$ cat src/hw/rtl/ihex_pkg.sv
// Package for the Intel HEX word loader: record phase codes, character
// constants, the result word type and the hex digit decode.
// No dependencies; imported by every other file of the block.
package ihex_pkg;

  localparam int unsigned CharW  = 8;
  localparam int unsigned AddrW  = 32;
  localparam int unsigned DataW  = 32;

  localparam logic [CharW-1:0] ColonCode = 8'd58;  // ':'
  localparam logic [CharW-1:0] ZeroCode  = 8'd48;  // '0'
  localparam logic [CharW-1:0] AlphaGap  = 8'd7;   // 'A' - '9' - 1

  localparam logic [7:0] KindData   = 8'h00;
  localparam logic [7:0] KindExtLin = 8'h04;

  typedef enum logic [2:0] {
    PhHunt = 3'd0,
    PhLen  = 3'd1,
    PhOfs  = 3'd2,
    PhType = 3'd3,
    PhExt  = 3'd4,
    PhData = 3'd5
  } phase_e;

  typedef struct packed {
    logic             emit;
    logic [AddrW-1:0] word_address;
    logic [DataW-1:0] word_data;
  } word_t;

  // Character to nibble: code - '0', less seven more above nine, low 4 bits.
  function automatic logic [3:0] hex_digit(input logic [CharW-1:0] code);
    logic [CharW-1:0] v;
    v = code - ZeroCode;
    if (v > 8'd9) begin
      v = v - AlphaGap;
    end
    return v[3:0];
  endfunction

endpackage

$ cat src/hw/rtl/ihex_char_if.sv
// Character channel: valid/ready handshake carrying one text character.
// Depends on ihex_pkg for the character width.
interface ihex_char_if;
  import ihex_pkg::*;

  logic             valid;
  logic             ready;
  logic [CharW-1:0] char_code;

  modport source (output valid, output char_code, input ready);
  modport sink   (input valid, input char_code, output ready);
endinterface

$ cat src/hw/rtl/ihex_word_if.sv
// Word channel: valid/ready handshake carrying an address and a 32-bit word.
// Depends on ihex_pkg for the address and data widths.
interface ihex_word_if;
  import ihex_pkg::*;

  logic             valid;
  logic             ready;
  logic [AddrW-1:0] word_address;
  logic [DataW-1:0] word_data;

  modport source (output valid, output word_address, output word_data, input ready);
  modport sink   (input valid, input word_address, input word_data, output ready);
endinterface

$ cat src/hw/rtl/ihex_in_reg.sv
// Input register of the loader: holds one character until the decoder takes it.
// Depends on ihex_pkg.
module ihex_in_reg (
  input  logic                    clk_i,
  input  logic                    rst_ni,
  input  logic                    load_i,
  input  logic                    take_i,
  input  logic [ihex_pkg::CharW-1:0] char_i,
  output logic                    valid_o,
  output logic [ihex_pkg::CharW-1:0] char_o
);
  import ihex_pkg::*;

  logic             valid_q, valid_d;
  logic [CharW-1:0] char_q;

  always_comb begin
    valid_d = valid_q;
    if (load_i) begin
      valid_d = 1'b1;
    end else if (take_i) begin
      valid_d = 1'b0;
    end
  end

  always_ff @(posedge clk_i or negedge rst_ni) begin
    if (!rst_ni) begin
      valid_q <= 1'b0;
    end else begin
      valid_q <= valid_d;
    end
  end

  always_ff @(posedge clk_i) begin
    if (load_i) begin
      char_q <= char_i;
    end
  end

  assign valid_o = valid_q;
  assign char_o  = char_q;
endmodule

$ cat src/hw/rtl/ihex_decoder.sv
// Record decoder: phase machine and field registers, one character per step.
// Depends on ihex_pkg for phase codes, hex_digit and the word_t result.
module ihex_decoder (
  input  logic                       clk_i,
  input  logic                       rst_ni,
  input  logic                       step_i,
  input  logic [ihex_pkg::CharW-1:0] char_i,
  output ihex_pkg::word_t            word_o
);
  import ihex_pkg::*;

  phase_e           phase_q, phase_d;
  logic [2:0]       nib_cnt_q, nib_cnt_d;
  logic [7:0]       rec_len_q, rec_len_d;
  logic [15:0]      field_q, field_d;
  logic [7:0]       kind_q, kind_d;
  logic [AddrW-1:0] addr_q, addr_d;
  logic [DataW-1:0] word_q, word_d;
  logic [5:0]       words_left_q, words_left_d;

  logic [3:0]       dig;
  logic [2:0]       nib_inc;
  logic [2:0]       nib_pos;
  logic [DataW-1:0] word_or;

  assign dig     = hex_digit(char_i);
  assign nib_inc = nib_cnt_q + 3'd1;
  // High digit of each byte lands in the upper nibble of that byte.
  assign nib_pos = {nib_cnt_q[2:1], ~nib_cnt_q[0]};
  assign word_or = word_q | (DataW'(dig) << {nib_pos, 2'b00});

  always_comb begin
    phase_d      = phase_q;
    nib_cnt_d    = nib_cnt_q;
    rec_len_d    = rec_len_q;
    field_d      = field_q;
    kind_d       = kind_q;
    addr_d       = addr_q;
    word_d       = word_q;
    words_left_d = words_left_q;
    word_o       = '{emit: 1'b0, word_address: addr_q, word_data: word_or};

    unique case (phase_q)
      PhLen: begin
        rec_len_d = {rec_len_q[3:0], dig};
        nib_cnt_d = nib_inc;
        if (nib_inc == 3'd2) begin
          nib_cnt_d = '0;
          field_d   = '0;
          phase_d   = PhOfs;
        end
      end
      PhOfs: begin
        field_d   = {field_q[11:0], dig};
        nib_cnt_d = nib_inc;
        if (nib_inc == 3'd4) begin
          nib_cnt_d = '0;
          kind_d    = '0;
          phase_d   = PhType;
        end
      end
      PhType: begin
        kind_d    = {kind_q[3:0], dig};
        nib_cnt_d = nib_inc;
        if (nib_inc == 3'd2) begin
          nib_cnt_d = '0;
          if (kind_d == KindData) begin
            addr_d       = {addr_q[AddrW-1:16], field_q};
            words_left_d = rec_len_q[7:2];
            word_d       = '0;
            phase_d      = (rec_len_q[7:2] != 6'd0) ? PhData : PhHunt;
          end else if (kind_d == KindExtLin) begin
            field_d = '0;
            phase_d = PhExt;
          end else begin
            phase_d = PhHunt;
          end
        end
      end
      PhExt: begin
        field_d   = {field_q[11:0], dig};
        nib_cnt_d = nib_inc;
        if (nib_inc == 3'd4) begin
          nib_cnt_d = '0;
          addr_d    = {field_d, addr_q[15:0]};
          phase_d   = PhHunt;
        end
      end
      PhData: begin
        word_d = word_or;
        if (nib_cnt_q == 3'd7) begin
          word_o.emit  = 1'b1;
          addr_d       = addr_q + AddrW'(4);
          word_d       = '0;
          nib_cnt_d    = '0;
          words_left_d = words_left_q - 6'd1;
          if (words_left_d == 6'd0) begin
            phase_d = PhHunt;
          end
        end else begin
          nib_cnt_d = nib_inc;
        end
      end
      default: begin
        if (char_i == ColonCode) begin
          phase_d   = PhLen;
          nib_cnt_d = '0;
          rec_len_d = '0;
        end else begin
          phase_d = PhHunt;
        end
      end
    endcase
  end

  always_ff @(posedge clk_i or negedge rst_ni) begin
    if (!rst_ni) begin
      phase_q      <= PhHunt;
      nib_cnt_q    <= '0;
      rec_len_q    <= '0;
      field_q      <= '0;
      kind_q       <= '0;
      addr_q       <= '0;
      word_q       <= '0;
      words_left_q <= '0;
    end else if (step_i) begin
      phase_q      <= phase_d;
      nib_cnt_q    <= nib_cnt_d;
      rec_len_q    <= rec_len_d;
      field_q      <= field_d;
      kind_q       <= kind_d;
      addr_q       <= addr_d;
      word_q       <= word_d;
      words_left_q <= words_left_d;
    end
  end
endmodule

$ cat src/hw/rtl/ihex_out_reg.sv
// Result register of the loader: holds one decoded word until the sink takes it.
// Depends on ihex_pkg for word_t.
module ihex_out_reg (
  input  logic                       clk_i,
  input  logic                       rst_ni,
  input  logic                       load_i,
  input  ihex_pkg::word_t            word_i,
  input  logic                       ready_i,
  output logic                       valid_o,
  output logic [ihex_pkg::AddrW-1:0] word_address_o,
  output logic [ihex_pkg::DataW-1:0] word_data_o
);
  import ihex_pkg::*;

  logic             valid_q, valid_d;
  logic [AddrW-1:0] addr_q;
  logic [DataW-1:0] data_q;

  always_comb begin
    valid_d = valid_q;
    if (load_i) begin
      valid_d = word_i.emit;
    end else if (valid_q && ready_i) begin
      valid_d = 1'b0;
    end
  end

  always_ff @(posedge clk_i or negedge rst_ni) begin
    if (!rst_ni) begin
      valid_q <= 1'b0;
    end else begin
      valid_q <= valid_d;
    end
  end

  always_ff @(posedge clk_i) begin
    if (load_i && word_i.emit) begin
      addr_q <= word_i.word_address;
      data_q <= word_i.word_data;
    end
  end

  assign valid_o        = valid_q;
  assign word_address_o = addr_q;
  assign word_data_o    = data_q;
endmodule

$ cat src/hw/rtl/intel_hex_word_loader.sv
// Intel HEX word loader: top level joining input register, decoder and
// result register. Depends on ihex_pkg, ihex_char_if, ihex_word_if.
//
// Usage:
//   char_i carries the HEX text, one ASCII character per word on the channel.
//   Characters before a colon are dropped; after it the length, offset and
//   type pairs are read. A data record yields one word_o word for every eight
//   data digits, with word_address the running byte address (upper half kept
//   across records, wrapping at 2^32) and word_data the four bytes taken
//   little-endian. An extended linear address record loads the upper address
//   half. Checksums and trailing bytes are skipped, never checked.
//   Path: a character waits in the input register until the decoder advances
//   on it; that step also loads its word into the result register.
//   Throughput: one character per cycle while word_o is not stalled, set by
//   the single decode step between the input register and the result register.
//   Reset (rst_ni low, asynchronous): both channels go empty and the decoder
//   hunts for a colon with the address at zero.
//   Stall: while a word waits on word_o the decoder holds; at most one more
//   character is taken into the input register, then char_i.ready stays low
//   until the word is taken.
module intel_hex_word_loader (
  input  logic        clk_i,
  input  logic        rst_ni,
  ihex_char_if.sink   char_i,
  ihex_word_if.source word_o
);
  import ihex_pkg::*;

  logic             in_valid;
  logic [CharW-1:0] in_char;
  logic             advance;
  logic             in_load;
  word_t            dec_word;

  // Advance the decoder when a character waits and the result slot is free
  // or being emptied this cycle.
  assign advance      = in_valid && (!word_o.valid || word_o.ready);
  assign char_i.ready = !in_valid || advance;
  assign in_load      = char_i.valid && char_i.ready;

  ihex_in_reg u_in_reg (
    .clk_i   (clk_i),
    .rst_ni  (rst_ni),
    .load_i  (in_load),
    .take_i  (advance),
    .char_i  (char_i.char_code),
    .valid_o (in_valid),
    .char_o  (in_char)
  );

  ihex_decoder u_decoder (
    .clk_i  (clk_i),
    .rst_ni (rst_ni),
    .step_i (advance),
    .char_i (in_char),
    .word_o (dec_word)
  );

  ihex_out_reg u_out_reg (
    .clk_i          (clk_i),
    .rst_ni         (rst_ni),
    .load_i         (advance),
    .word_i         (dec_word),
    .ready_i        (word_o.ready),
    .valid_o        (word_o.valid),
    .word_address_o (word_o.word_address),
    .word_data_o    (word_o.word_data)
  );
endmodule

$ cat src/flat_wrapper.sv
// flat-port wrapper written by rule: the top's interface ports become plain ports
module intel_hex_word_loader_flat import ihex_pkg::*;
  (clk_i, rst_ni, char_i_valid, char_i_char_code, char_i_ready, word_o_valid, word_o_word_address, word_o_word_data, word_o_ready);
  ihex_char_if char_i_i ();
  ihex_word_if word_o_i ();
  input  logic clk_i;
  input  logic rst_ni;
  input wire logic [$bits(char_i_i.valid)-1:0] char_i_valid;
  input wire logic [$bits(char_i_i.char_code)-1:0] char_i_char_code;
  output wire logic [$bits(char_i_i.ready)-1:0] char_i_ready;
  output wire logic [$bits(word_o_i.valid)-1:0] word_o_valid;
  output wire logic [$bits(word_o_i.word_address)-1:0] word_o_word_address;
  output wire logic [$bits(word_o_i.word_data)-1:0] word_o_word_data;
  input wire logic [$bits(word_o_i.ready)-1:0] word_o_ready;
  assign char_i_i.valid = char_i_valid;
  assign char_i_i.char_code = char_i_char_code;
  assign char_i_ready = char_i_i.ready;
  assign word_o_valid = word_o_i.valid;
  assign word_o_word_address = word_o_i.word_address;
  assign word_o_word_data = word_o_i.word_data;
  assign word_o_i.ready = word_o_ready;
  intel_hex_word_loader u_core (.clk_i(clk_i), .rst_ni(rst_ni), .char_i(char_i_i), .word_o(word_o_i));
endmodule
$ cat config.mk
export PLATFORM = sky130hd
export DESIGN_NAME = intel_hex_word_loader_flat
export DESIGN_NICKNAME = d
export VERILOG_FILES = /design/src/hw/rtl/ihex_pkg.sv /design/src/hw/rtl/ihex_char_if.sv /design/src/hw/rtl/ihex_word_if.sv /design/src/hw/rtl/ihex_in_reg.sv /design/src/hw/rtl/ihex_decoder.sv /design/src/hw/rtl/ihex_out_reg.sv /design/src/hw/rtl/intel_hex_word_loader.sv /design/src/flat_wrapper.sv
export SDC_FILE = /design/constraint.sdc
export NUM_CORES = 1
export LEC_CHECK = 0
export ABC_CLOCK_PERIOD_IN_PS = 9210
export CAP_MARGIN = 5
export CORE_MARGIN = 2
export CORE_UTILIZATION = 65
export CTS_BUF_LIST = sky130_fd_sc_hd__clkbuf_2
export DETAILED_ROUTE_END_ITERATION = 7
export DONT_BUFFER_PORTS = 1
export GPL_ROUTABILITY_DRIVEN = 0
export PLACE_DENSITY_LB_ADDON = 0.15
export SETUP_SLACK_MARGIN = 0.4
export SKIP_CTS_REPAIR_TIMING = 1
export SYNTH_ARGS = -nofsm -noshare
export SYNTH_HDL_FRONTEND = slang
export SYNTH_SLANG_ARGS = --single-unit
$ cat constraint.sdc
create_clock -name clk_i -period 9.21 [get_ports clk_i]
set_input_delay 1.842 -clock clk_i [delete_from_list [all_inputs] [get_ports clk_i]]
set_output_delay 1.842 -clock clk_i [all_outputs]
set_load 0.05 [all_outputs]
==> qor.csv <==
stage,metric,value,unit
power_and_ir_drop,Pwr Density,205.4,nW/um2
grt,largest net degree at the start of global routing,107,
floorplan,Initial Utilization,0.6640,
synthesis,post-synthesis mux area share,0.03823,
drt,DRC viols,0,
sta,Setup TNS,0,ps
clocking,CTS Buffer Depth,2,
synthesis,number of synthesized flops with an enable pin,72,
layout,net count reported at finish,734,
clocking,H-Tree Depth,4,
synthesis,"Top FF cell, synth",dfrtp_1,
floorplan,Core Box Area,12570,um2
floorplan,Die H,117.3,um
layout,FF/Latch Area,4815,um2
power_and_ir_drop,P_leak,3.744,nW
layout,post-layout util,0.6897,
setup_path,crit-path leading delay family,simple AND/OR/NAND/NOR gates,
setup_path,"Arr. time, crit path",2630,ps
setup_path,Startpoint Class,input pin,
layout,share of cells above drive strength 1,0.09544,
synthesis,Synth Area in Adders,0.01919,
synthesis,warnings from Yosys,0,
synthesis,#FFs+latches synth,178,
synthesis,Mapped Nets,750,
synthesis,Post-Syn Area,8346,um2
layout,# fillers,899,
grt,GRT Total Usage,0.2805,
grt,vias in the first global route,5824,
sta,worst rel slew slack,0.1806,
synthesis,largest family of logic cells by synthesized area,compound AO/OA/AOI/OAI gates,
sta,Worst-Margin Slew,1220,ps
sta,RSZ-0062 raised after global routing,false,
setup_path,Crit Path Category,input pin to primary output,
drt,post-detailed-route wirelength per cell,21.07,um
job,Max-Cap Viols,0,
layout,area grow syn2layout,3.868,%
synthesis,fraction of the mapped netlist area in simple logic gates,0.1358,
grt,first-pass GRT wire length,30280,um
sta,highest clock rate,223.5,MHz
synthesis,sequential area share after synthesis,0.5769,
clocking,TritonCTS Buffers,17,
layout,multi-input logic area,3224,um2
clocking,CTS tree,built,
floorplan,die width,117.3,um
drt,Final ANT Viol Nets,0,
synthesis,xor-xnor portion of the synthesized cell area,0.005247,
drt,Post-Route WL,18860,um
layout,antenna cells,0,
synthesis,asr flop ratio synth,0.5955,
clocking,TritonCTS Sinks,178,
grt,GR Overflow Total,0,
synthesis,Synth Area per Inst,11.50,um2
outcome,run status,"finished, final reports clean",
clocking,Clock Latency Late Sink,780,ps
synthesis,Cell variety after synth,81,
floorplan,die footprint,13760,um2
placed_design,IO Port Bufs,0,
synthesis,Compound-Gate Fraction of Synth Area,0.1879,
setup_path,"Buf+Inv Stages, Crit Path",0,
setup_path,Crit. End Element,primary output,
sta,"Slew Viols, Final",0,
drt,drt via density,6.764,
power_and_ir_drop,Peak VDD IR,0.0001355,V
setup_path,crit-path cells,"nor2b_1, nand2_1",
setup_path,worst-path maximum fanout,4,
drt,DR vias,6054,
grt,initial antenna violation count,0,
worst_hold_path,Worst Hold Class,flip-flop to flip-flop,
sta,Final Skew,48.93,ps
setup_path,CP max-delay cell,nand2_1,
drt,Initial DRT Pass Iterations,5,
sta,final setup fails,0,
placed_design,HPWL after detailed placement,12370,um
drt,initial drt markers,628,
sta,period utilisation layout,0.4858,
sta,Final Hold Violating Endpoints,0,
setup_path,Critical Path Max Stage Delay,450,ps
floorplan,Rows,41,
clocking,"CTS clk-pin slew, worst paths",250,ps
setup_path,worst path required time,7370,ps
sta,final critical-path required period,4474,ps
synthesis,Gate Count Post-Synth,726,
clocking,clk root buf,clkbuf_2,
floorplan,# IOs,78,
## final timing paths
| kind | cells after the start | to | start | slack, ps |
|---|---|---|---|---|
| max | 2 | char_i_ready | word_o_ready | 4740 |
| max reg2reg | 8 | u_core.u_decoder.addr_q[9] | u_core.u_decoder.phase_q[2] | 5230 |
| min in group asynchronous | 0 | u_core.u_decoder.addr_q[11] | rst_ni | 710 |
| max in group asynchronous | 0 | u_core.u_decoder.words_left_q[2] | rst_ni | 8290 |
| min reg2reg | 0 | u_core.u_out_reg.word_address_o[1] | u_core.u_decoder.addr_q[1] | 460 |
| min | 0 | u_core.u_out_reg.word_address_o[1] | u_core.u_decoder.addr_q[1] | 460 |
## registers in the layout, summed over array words and instances (netlist names)
signal / cells
u_core.u_decoder.words_left_q: 6
u_core.u_decoder.addr_q: 32
u_core.u_out_reg.word_address_o: 32
u_core.u_decoder.phase_q: 3
u_core.u_decoder.kind_q: 4
u_core.u_in_reg.valid_o: 1
u_core.u_decoder.field_q: 16
u_core.u_decoder.word_q: 32
u_core.u_out_reg.word_data_o: 32
u_core.u_out_reg.valid_o: 1
u_core.u_in_reg.char_o: 8
u_core.u_decoder.rec_len_q: 8
u_core.u_decoder.nib_cnt_q: 3
## cells in the mapped netlist, drive strengths merged (6+ instances only)
library cell	count	area (um2)
inv	29	108.9
mux2	12	138.9
o211ai	7	52.55
nor2	59	226.5
nor4	12	117.6
mux2i	18	180.2
a32o	19	190.2
a31oi	7	43.79
nand3	18	112.6
a21oi	47	257.8
ha	12	150.1
a22o	9	78.83
nor3	23	120.1
buf	16	106.4
nand2	60	232.7
dfrtp	106	2653
o21ai	47	239.0
edfxtp	72	2162
clkbuf	24	91.33
o2bb2ai	6	52.55
a21o	33	247.7
and3	7	43.79
## metal layers
metal | global-route usage | share of wire
met3 | 0.07101 | 0.088
met5 | 0 | 0
met2 | 0.4441 | 0.48
met1 | 0.3737 | 0.41
met4 | 0.1152 | 0.028
## per-stage QoR
| stage | worst slack, ps | cell area (um2) | hold WS [ps] | total power [mW] | std cells |
|---|---|---|---|---|---|
| 3_5_place_dp | 4586 | 8401 | 437.3 | 1.343 | 863 |
| 2_1_floorplan | 4575 | 8346 | 421.0 | 1.250 | 726 |
| 4_1_cts | 4736 | 8668 | 474.4 | 1.777 | 895 |
| 3_3_place_gp | 4756 | 8401 | 430.4 | 1.328 | 863 |
| 6_report | 4736 | 8668 | 456.9 | 1.780 | 895 |
| 5_1_grt | 4710 | 8668 | 496.6 | 1.860 | 895 |
## logic make-up after synthesis
family	after synthesis
compound gates	221
xor+xnor	5
fa+ha+maj	13
buf+inv	69
flops	178
mux	30
simple gates	210
## cell usage in the layout (no fill, tap or decap), drive strengths merged, types with 5 or more instances in the layout
master	netlist	routed
ha	12	12
inv	29	30
a32oi	5	5
a22oi	5	5
a22o	9	9
nor4	12	12
nand4	5	5
nand2	60	60
a21o	33	33
a32o	19	19
buf	16	5
a21oi	47	47
clkbuf	24	21
o2bb2ai	6	6
and3	7	7
nor2	59	59
mux2i	18	18
and4	5	5
o21ai	47	47
o211ai	7	7
mux2	12	12
nor3	23	23
clkinv	0	5
dfrtp	106	106
a31oi	7	7
edfxtp	72	72
nand3	18	18
## cell type report
cell class | count | share of cell area
tap | 172 | 0.02483
sequential | 178 | 0.5554
clock buffer | 21 | 0.01212
multi-input combinational | 479 | 0.3720
inverter | 29 | 0.01256
clock inverter | 11 | 0.01876
timing repair buffer | 5 | 0.004330
## where the power goes
group | switching [mW] | internal (mW) | total (mW)
combinational | 0.221 | 0.142 | 0.363
sequential | 0.0801 | 0.896 | 0.976
clock | 0.260 | 0.181 | 0.442
Power figures use the tool's default switching activity.
